===== config.mk =====
export PLATFORM = sky130hd
export DESIGN_NAME = sorted_list_with_free_list_top
export DESIGN_NICKNAME = d
export VERILOG_FILES = /design/src/design/slfl_pkg.sv /design/src/design/slfl_store.sv /design/src/design/slfl_cmp.sv /design/src/design/sorted_list_with_free_list_top.sv
export SDC_FILE = /design/constraint.sdc
export NUM_CORES = 1
export LEC_CHECK = 0
export ABC_CLOCK_PERIOD_IN_PS = 11300
export BUFFER_PORTS_ARGS = -buffer_cell sky130_fd_sc_hd__buf_2
export CAP_MARGIN = 5
export CORE_MARGIN = 5
export CORE_UTILIZATION = 50
export DETAILED_ROUTE_END_ITERATION = 10
export GPL_ROUTABILITY_DRIVEN = 1
export HOLD_SLACK_MARGIN = 0.08
export PLACE_DENSITY_LB_ADDON = 0.05
export SYNTH_ARGS = -nofsm -noshare
export SYNTH_HDL_FRONTEND = slang
export SYNTH_SLANG_ARGS = --single-unit

===== constraint.sdc =====
create_clock -name clk -period 11.3 [get_ports clk]
set_input_delay 2.26 -clock clk [delete_from_list [all_inputs] [get_ports clk]]
set_output_delay 2.26 -clock clk [all_outputs]
set_load 0.1 [all_outputs]

===== src/design/slfl_pkg.sv =====
// Shared types and constants for the sorted list with free list block.
// No dependencies; imported by every module of the block.
package slfl_pkg;

    // Node store geometry; a slot pointer equal to SLOTS means null
    localparam int SLOTS       = 16;
    localparam int IDX_W       = $clog2(SLOTS);
    localparam int PTR_W       = $clog2(SLOTS + 1);
    localparam int KEY_W       = 32;
    localparam int STATUS_W    = 2;
    localparam int OUT_TDATA_W = 8;

    typedef logic [PTR_W-1:0]        ptr_t;
    typedef logic [IDX_W-1:0]        idx_t;
    typedef logic signed [KEY_W-1:0] key_t;

    localparam ptr_t NIL = PTR_W'(SLOTS);

    // Operation carried in tuser
    typedef enum logic {
        FN_INSERT = 1'b0,
        FN_DELETE = 1'b1
    } func_t;

    // Result status
    typedef enum logic [STATUS_W-1:0] {
        ST_DONE      = 2'd0,
        ST_FULL      = 2'd1,
        ST_NOT_FOUND = 2'd2
    } status_t;

    // Sequencer to node store: write ports and shared read address
    typedef struct packed {
        logic key_we;
        idx_t key_waddr;
        key_t key_wdata;
        logic link_we;
        idx_t link_waddr;
        ptr_t link_wdata;
        idx_t raddr;
    } store_req_t;

endpackage


===== src/design/slfl_store.sv =====
// Node store: key memory and link memory with one shared registered read port.
// Link entries read as "next slot" until first written. Depends on slfl_pkg.
module slfl_store
    import slfl_pkg::*;
(
    input  logic       clk,
    input  logic       rst_n,
    input  store_req_t req,
    output key_t       rd_key,
    output ptr_t       rd_link
);

    key_t             key_mem_reg  [SLOTS];
    ptr_t             link_mem_reg [SLOTS];
    logic [SLOTS-1:0] link_vld_reg;
    key_t             rd_key_reg;
    ptr_t             rd_link_reg;

    // Memory writes and registered reads
    always_ff @(posedge clk)
    begin
        if (req.key_we)
        begin
            key_mem_reg[req.key_waddr] <= req.key_wdata;
        end
        if (req.link_we)
        begin
            link_mem_reg[req.link_waddr] <= req.link_wdata;
        end
        rd_key_reg <= key_mem_reg[req.raddr];
        if (link_vld_reg[req.raddr])
        begin
            rd_link_reg <= link_mem_reg[req.raddr];
        end
        else
        begin
            // unwritten link: slot i points at slot i+1, last at null
            rd_link_reg <= ptr_t'(req.raddr) + ptr_t'(1);
        end
    end

    // Per-entry written flags for the link memory
    always_ff @(posedge clk or negedge rst_n)
    begin
        if (!rst_n)
        begin
            link_vld_reg <= '0;
        end
        else if (req.link_we)
        begin
            link_vld_reg[req.link_waddr] <= 1'b1;
        end
    end

    assign rd_key  = rd_key_reg;
    assign rd_link = rd_link_reg;

endmodule


===== src/design/slfl_cmp.sv =====
// Shared key comparator used at every step of a list walk.
// Signed less-than and equality. Depends on slfl_pkg.
module slfl_cmp
    import slfl_pkg::*;
(
    input  key_t node_key,
    input  key_t ref_key,
    output logic less,
    output logic equal
);

    assign less  = (node_key < ref_key);
    assign equal = (node_key == ref_key);

endmodule


===== src/design/sorted_list_with_free_list_top.sv =====
// Sorted list with free list: top level with the walk sequencer.
// Uses slfl_pkg, slfl_store and slfl_cmp.
// Usage:
//   Input channel s_axis: one word per operation. s_axis_tuser selects insert
//   or delete, s_axis_tdata carries the signed 32-bit key. Output channel
//   m_axis: one status word per operation (done, full, not found).
//   Keys are kept in ascending order in a 16-slot node store linked by slot
//   indices; insert puts a key before the first key >= it, delete removes the
//   first equal key and returns its slot to the free list.
// Throughput:
//   The walk reads one node per cycle through the single store read port and
//   the shared comparator. Insert: alloc, walk (if the list is non-empty),
//   link-new, link-prev; delete that finds its key: walk, unlink, release;
//   delete that misses: walk only. A full store or a delete on an empty list
//   raises m_axis_tvalid on the accepting edge. One operation at a time;
//   s_axis_tready is high only while the sequencer is idle.
// Reset:
//   rst_n (async, active low) empties the list and chains all slots onto the
//   free list at once; the block accepts words on the first cycle after reset.
// Stall:
//   The status sits in an output register; while it waits for m_axis_tready
//   no new word is accepted.
module sorted_list_with_free_list_top
    import slfl_pkg::*;
(
    input  logic                   clk,
    input  logic                   rst_n,
    input  logic                   s_axis_tvalid,
    output logic                   s_axis_tready,
    input  logic [KEY_W-1:0]       s_axis_tdata,  // [31:0] key
    input  logic [0:0]             s_axis_tuser,  // [0] func
    output logic                   m_axis_tvalid,
    input  logic                   m_axis_tready,
    output logic [OUT_TDATA_W-1:0] m_axis_tdata   // [1:0] status, rest zero
);

    typedef enum logic [6:0] {
        S_IDLE      = 7'b0000001,
        S_ALLOC     = 7'b0000010,
        S_WALK      = 7'b0000100,
        S_LINK_NEW  = 7'b0001000,
        S_LINK_PREV = 7'b0010000,
        S_UNLINK    = 7'b0100000,
        S_RELEASE   = 7'b1000000
    } state_t;

    state_t     state_reg, state_next;
    func_t      func_reg, func_next;
    key_t       key_reg, key_next;
    idx_t       slot_reg, slot_next;
    ptr_t       pres_reg, pres_next;
    ptr_t       prev_reg, prev_next;
    ptr_t       after_reg, after_next;
    ptr_t       free_reg, free_next;
    ptr_t       head_reg, head_next;
    logic       out_valid_reg, out_valid_next;
    status_t    status_reg, status_next;

    store_req_t req;
    key_t       rd_key;
    ptr_t       rd_link;
    logic       less;
    logic       equal;
    logic       accept;
    logic       load;
    status_t    load_status;
    logic       advance;

    slfl_store u_store (
        .clk     (clk),
        .rst_n   (rst_n),
        .req     (req),
        .rd_key  (rd_key),
        .rd_link (rd_link)
    );

    slfl_cmp u_cmp (
        .node_key (rd_key),
        .ref_key  (key_reg),
        .less     (less),
        .equal    (equal)
    );

    assign s_axis_tready = (state_reg == S_IDLE) && (!out_valid_reg || m_axis_tready);
    assign accept        = s_axis_tvalid && s_axis_tready;
    // walk continues past nodes that are smaller (insert) or unequal (delete)
    assign advance       = (func_reg == FN_INSERT) ? less : !equal;

    // Sequencer
    always_comb
    begin
        state_next  = state_reg;
        func_next   = func_reg;
        key_next    = key_reg;
        slot_next   = slot_reg;
        pres_next   = pres_reg;
        prev_next   = prev_reg;
        after_next  = after_reg;
        free_next   = free_reg;
        head_next   = head_reg;
        load        = 1'b0;
        load_status = ST_DONE;

        req            = '0;
        req.key_wdata  = key_reg;
        req.raddr      = pres_reg[IDX_W-1:0];

        unique case (state_reg)
            S_IDLE:
            begin
                if (accept)
                begin
                    func_next = func_t'(s_axis_tuser[0]);
                    key_next  = key_t'(s_axis_tdata);
                    if (func_t'(s_axis_tuser[0]) == FN_INSERT)
                    begin
                        if (free_reg == NIL)
                        begin
                            load        = 1'b1;
                            load_status = ST_FULL;
                        end
                        else
                        begin
                            // claim free head: store key, fetch its link
                            req.key_we    = 1'b1;
                            req.key_waddr = free_reg[IDX_W-1:0];
                            req.key_wdata = key_t'(s_axis_tdata);
                            req.raddr     = free_reg[IDX_W-1:0];
                            slot_next     = free_reg[IDX_W-1:0];
                            state_next    = S_ALLOC;
                        end
                    end
                    else
                    begin
                        if (head_reg == NIL)
                        begin
                            load        = 1'b1;
                            load_status = ST_NOT_FOUND;
                        end
                        else
                        begin
                            req.raddr  = head_reg[IDX_W-1:0];
                            pres_next  = head_reg;
                            prev_next  = NIL;
                            state_next = S_WALK;
                        end
                    end
                end
            end

            S_ALLOC:
            begin
                free_next = rd_link;
                prev_next = NIL;
                pres_next = head_reg;
                if (head_reg != NIL)
                begin
                    req.raddr  = head_reg[IDX_W-1:0];
                    state_next = S_WALK;
                end
                else
                begin
                    state_next = S_LINK_NEW;
                end
            end

            // one node per cycle: read data of pres_reg is valid here
            S_WALK:
            begin
                if (advance)
                begin
                    prev_next = pres_reg;
                    pres_next = rd_link;
                    if (rd_link != NIL)
                    begin
                        req.raddr = rd_link[IDX_W-1:0];
                    end
                    else if (func_reg == FN_INSERT)
                    begin
                        state_next = S_LINK_NEW;
                    end
                    else
                    begin
                        load        = 1'b1;
                        load_status = ST_NOT_FOUND;
                        state_next  = S_IDLE;
                    end
                end
                else if (func_reg == FN_INSERT)
                begin
                    state_next = S_LINK_NEW;
                end
                else
                begin
                    after_next = rd_link;
                    state_next = S_UNLINK;
                end
            end

            S_LINK_NEW:
            begin
                req.link_we    = 1'b1;
                req.link_waddr = slot_reg;
                req.link_wdata = pres_reg;
                state_next     = S_LINK_PREV;
            end

            S_LINK_PREV:
            begin
                if (prev_reg == NIL)
                begin
                    head_next = ptr_t'(slot_reg);
                end
                else
                begin
                    req.link_we    = 1'b1;
                    req.link_waddr = prev_reg[IDX_W-1:0];
                    req.link_wdata = ptr_t'(slot_reg);
                end
                load       = 1'b1;
                state_next = S_IDLE;
            end

            S_UNLINK:
            begin
                if (prev_reg == NIL)
                begin
                    head_next = after_reg;
                end
                else
                begin
                    req.link_we    = 1'b1;
                    req.link_waddr = prev_reg[IDX_W-1:0];
                    req.link_wdata = after_reg;
                end
                state_next = S_RELEASE;
            end

            // push the removed slot onto the free list
            S_RELEASE:
            begin
                req.link_we    = 1'b1;
                req.link_waddr = pres_reg[IDX_W-1:0];
                req.link_wdata = free_reg;
                free_next      = pres_reg;
                load           = 1'b1;
                state_next     = S_IDLE;
            end

            default:
            begin
                state_next = S_IDLE;
            end
        endcase
    end

    // Output register
    always_comb
    begin
        out_valid_next = out_valid_reg;
        status_next    = status_reg;
        if (load)
        begin
            out_valid_next = 1'b1;
            status_next    = load_status;
        end
        else if (m_axis_tready)
        begin
            out_valid_next = 1'b0;
        end
    end

    // Control state
    always_ff @(posedge clk or negedge rst_n)
    begin
        if (!rst_n)
        begin
            state_reg     <= S_IDLE;
            free_reg      <= '0;
            head_reg      <= NIL;
            out_valid_reg <= 1'b0;
        end
        else
        begin
            state_reg     <= state_next;
            free_reg      <= free_next;
            head_reg      <= head_next;
            out_valid_reg <= out_valid_next;
        end
    end

    // Working payload
    always_ff @(posedge clk)
    begin
        func_reg   <= func_next;
        key_reg    <= key_next;
        slot_reg   <= slot_next;
        pres_reg   <= pres_next;
        prev_reg   <= prev_next;
        after_reg  <= after_next;
        status_reg <= status_next;
    end

    assign m_axis_tvalid = out_valid_reg;
    assign m_axis_tdata  = {{(OUT_TDATA_W-STATUS_W){1'b0}}, status_reg};

endmodule


==> results.tsv <==
metric	value	unit
postCtsSetupBuffers	0	
antenna_found_initial	0	
wl_per_cell	23.0	um
async_flop_share	4.74	%
powerDensity	315	nW/um2
n_antenna_cell	0	
p_clk_share	22.5	%
fin_ws	5740	ps
netlist_instances	2325	
synth_ff_type	edfxtp_1	
grt_pass1_wl	111000	um
die_w	253	um
switching_power	4.17	mW
largest_register_ffs	512	
hold_class	flop to flop	
finalCriticalPeriod	5560	ps
regToRegSetupSlack	5740	ps
die_area	64200	um2
path_buf_inv	2	
clkLatencyLatePin	610	ps
synth_top_family_by_area	simple AND/OR/NAND/NOR gates	
synth_common_cells	nand2_1, edfxtp_1, and3_1	
synth_fa_ha_area_share	1.40	%
clock_path_buffers	3	
synth_edf_count	646	
clkTransAtPathRegs	60	ps
path_max_fanout	164	
status	completed	
io_buffer_count	40	
syn_area_per_cell	12.7	um2
dieHeight	253	um
finalSetupViolations	0	
slowest_delay	800	ps
rsz0062_at_grt	false	
synth_top_cell_area_share	65.5	%
fillers	4863	
cts_hold_buf	0	
finalMaxSlewViolations	0	
slew_headroom	21.1	%
synth-compound-area-share	8.84	%
endpoint_kind	flop	
critical-path-top-delay-family	simple AND/OR/NAND/NOR gates	
yosysSeqAreaShare	70.9	%
vias	18400	
gp_congestion	0.838	
power_frac_seq	33.3	%
vias_per_cell	5.77	
grt_use_total	22.6	%
cts.sinks	717	
cts.repair.resized	0	
pwr-share-comb	44.2	%
hold_violations	0	
min_period_over_period	49.2	%
grt-ovfl-total	0	
cts_buffers	75	
p_int	6.19	mW
clock_skew	22.6	ps
yosysTopAreaCell	edfxtp_1	
drt_iter0_drc	1522	
drv_cap	0	
antenna_left	0	
grt_max_degree	183	
synthMostInstantiatedCell	nand2_1	
pin_count	47	
worstPathRequired	11790	ps
drtPass1Iterations	5	
core_region_area	58800	um2
synth-seq-cells	717	
synth_area_leaders	edfxtp_1, nand2_1, and3_1	
drc	0	
arrival	6040	ps
critPathSlowestCell	and3b_4	
post-route-cell-area	32900	um2
synth_cell_type_count	73	
hpwl	37700	um
place_ws	5280	ps
synth-simple-area-share	14.3	%
worst_pin_slew	1180	ps
wl	73400	um
grt_pass1_vias	18000	
syn_to_final_growth	11.3	%
cts-root-buf	clkbuf_16	
fmax	180	MHz
worst-setup-path-type	flop to flop	
drive_gt1_share	11.1	%
dpl_cell_area	30600	um2
rows	89	
cts_max_level	3	
synthMuxAreaShare	1.24	%
path_cells	inv_1, ha_1, nand4_1, nor4_2, a22oi_1, and3_4, a311oi_4, a311oi_2, and3b_4, buf_12, nand2_1, a32o_1, o22ai_2, nor2_4, mux2_4	
fin_nets	2433	
cp-start-kind	flop	
peakVddDrop	0.000534	V
initial_core_util	50.3	%
syn_area	29600	um2
tns	0	ps
switching_share	40.3	%
yosys_warnings	0	
cts_tree	yes	
synth_xor_area_share	0.0296	%
p_leak	11.8	nW
-- path summary, 6_finish.rpt --
kind | start | to | cells past startpoint
max in group asynchronous | rst_n | state_reg[2] | 1
hold / removal | u_store.link_vld_reg[15] | u_store.link_vld_reg[15] | 1
setup reg to reg | key_reg[31] | u_store.rd_link[0] | 15
hold reg to reg | u_store.link_vld_reg[15] | u_store.link_vld_reg[15] | 1
min in group asynchronous | rst_n | u_store.link_vld_reg[2] | 1
setup / recovery | key_reg[31] | u_store.rd_link[0] | 15
-- per-stage QoR --
step / util (%) / cells / total power [mW] / hold WS [ps]
after floorplan: - / 2330 / 6.97 / 423
after global placement: 52.1 / 3059 / 8.03 / 451
after detailed placement: 52.1 / 3059 / 8.09 / 454
after CTS: 56.0 / 3193 / 10.4 / 470
after global routing: 56.0 / 3193 / 11.0 / 486
final: 56.0 / 3193 / 10.4 / 468
-- layer usage --
| metal | up-vias | part of all wire (%) | global-route usage [%] |
|---|---|---|---|
| met3 | 106 | 5.7 | 3.40 |
| met5 | - | 0 | 0 |
| met2 | 518 | 48 | 36.7 |
| li1 | 8605 | - | - |
| met4 | 0 | 1.9 | 5.21 |
| met1 | 9179 | 45 | 32.6 |
-- worst register-to-register path, stage by stage, from the launching register on --
cell	delay [ps]
edfxtp_1	320
inv_1	50
ha_1	380
nand4_1	280
nor4_2	440
a22oi_1	230
and3_4	240
a311oi_4	490
a311oi_2	210
and3b_4	800
buf_12	530
nand2_1	470
a32o_1	320
o22ai_2	280
nor2_4	100
mux2_4	300
-- cells by family after synthesis --
logic type / after synthesis
other: 1
AO/OA/AOI/OAI: 388
multiplexers: 35
adder cells (fa/ha/maj): 33
buffers and inverters: 190
flip-flops: 717
AND/OR/NAND/NOR: 960
XOR/XNOR: 1
-- area by class of cell --
class                      instances  area (um2)  share of cell area (%)
multi-input combinational       1423        7800                    23.7
sequential                       717       21000                    63.8
clock buffer                     101        2000                    6.09
clock inverter                    33         278                   0.844
tap                              773         967                    2.94
timing repair buffer             106         733                    2.23
inverter                          40         153                   0.464
-- power groups by stage --
stage / combinational, mW / sequential [mW] / clock, mW
after floorplan: 3.52 / 3.45 / 0
after global placement: 4.52 / 3.51 / 0
after detailed placement: 4.58 / 3.51 / 0
after CTS: 4.60 / 3.45 / 2.37
after global routing: 5.08 / 3.47 / 2.49
final: 4.57 / 3.45 / 2.33
-- cell usage in the layout (no fill, tap or decap), types with 5 or more instances in the layout --
cell,synthesis,final
nand2_1,665,665
edfxtp_1,646,646
and3_1,134,134
a21oi_1,99,98
clkbuf_16,0,75
a311oi_1,70,70
a31oi_1,68,68
buf_4,21,63
o21ai_0,60,55
nor2_1,53,40
buf_2,61,40
inv_1,39,39
dfxtp_1,37,37
a211oi_1,33,33
ha_1,33,33
dfrtp_1,32,32
mux2i_1,31,31
clkbuf_1,51,23
nand3_1,19,19
or2_2,19,19
clkinv_2,0,16
nor2_4,1,14
a22oi_1,11,11
and2_1,10,10
nand2b_1,11,10
nor3_1,11,9
nand4_1,7,7
a221oi_1,7,7
clkinv_1,0,7
conb_1,1,6
nor2b_1,5,5
o21ai_1,0,5
Power figures use the tool's default switching activity.
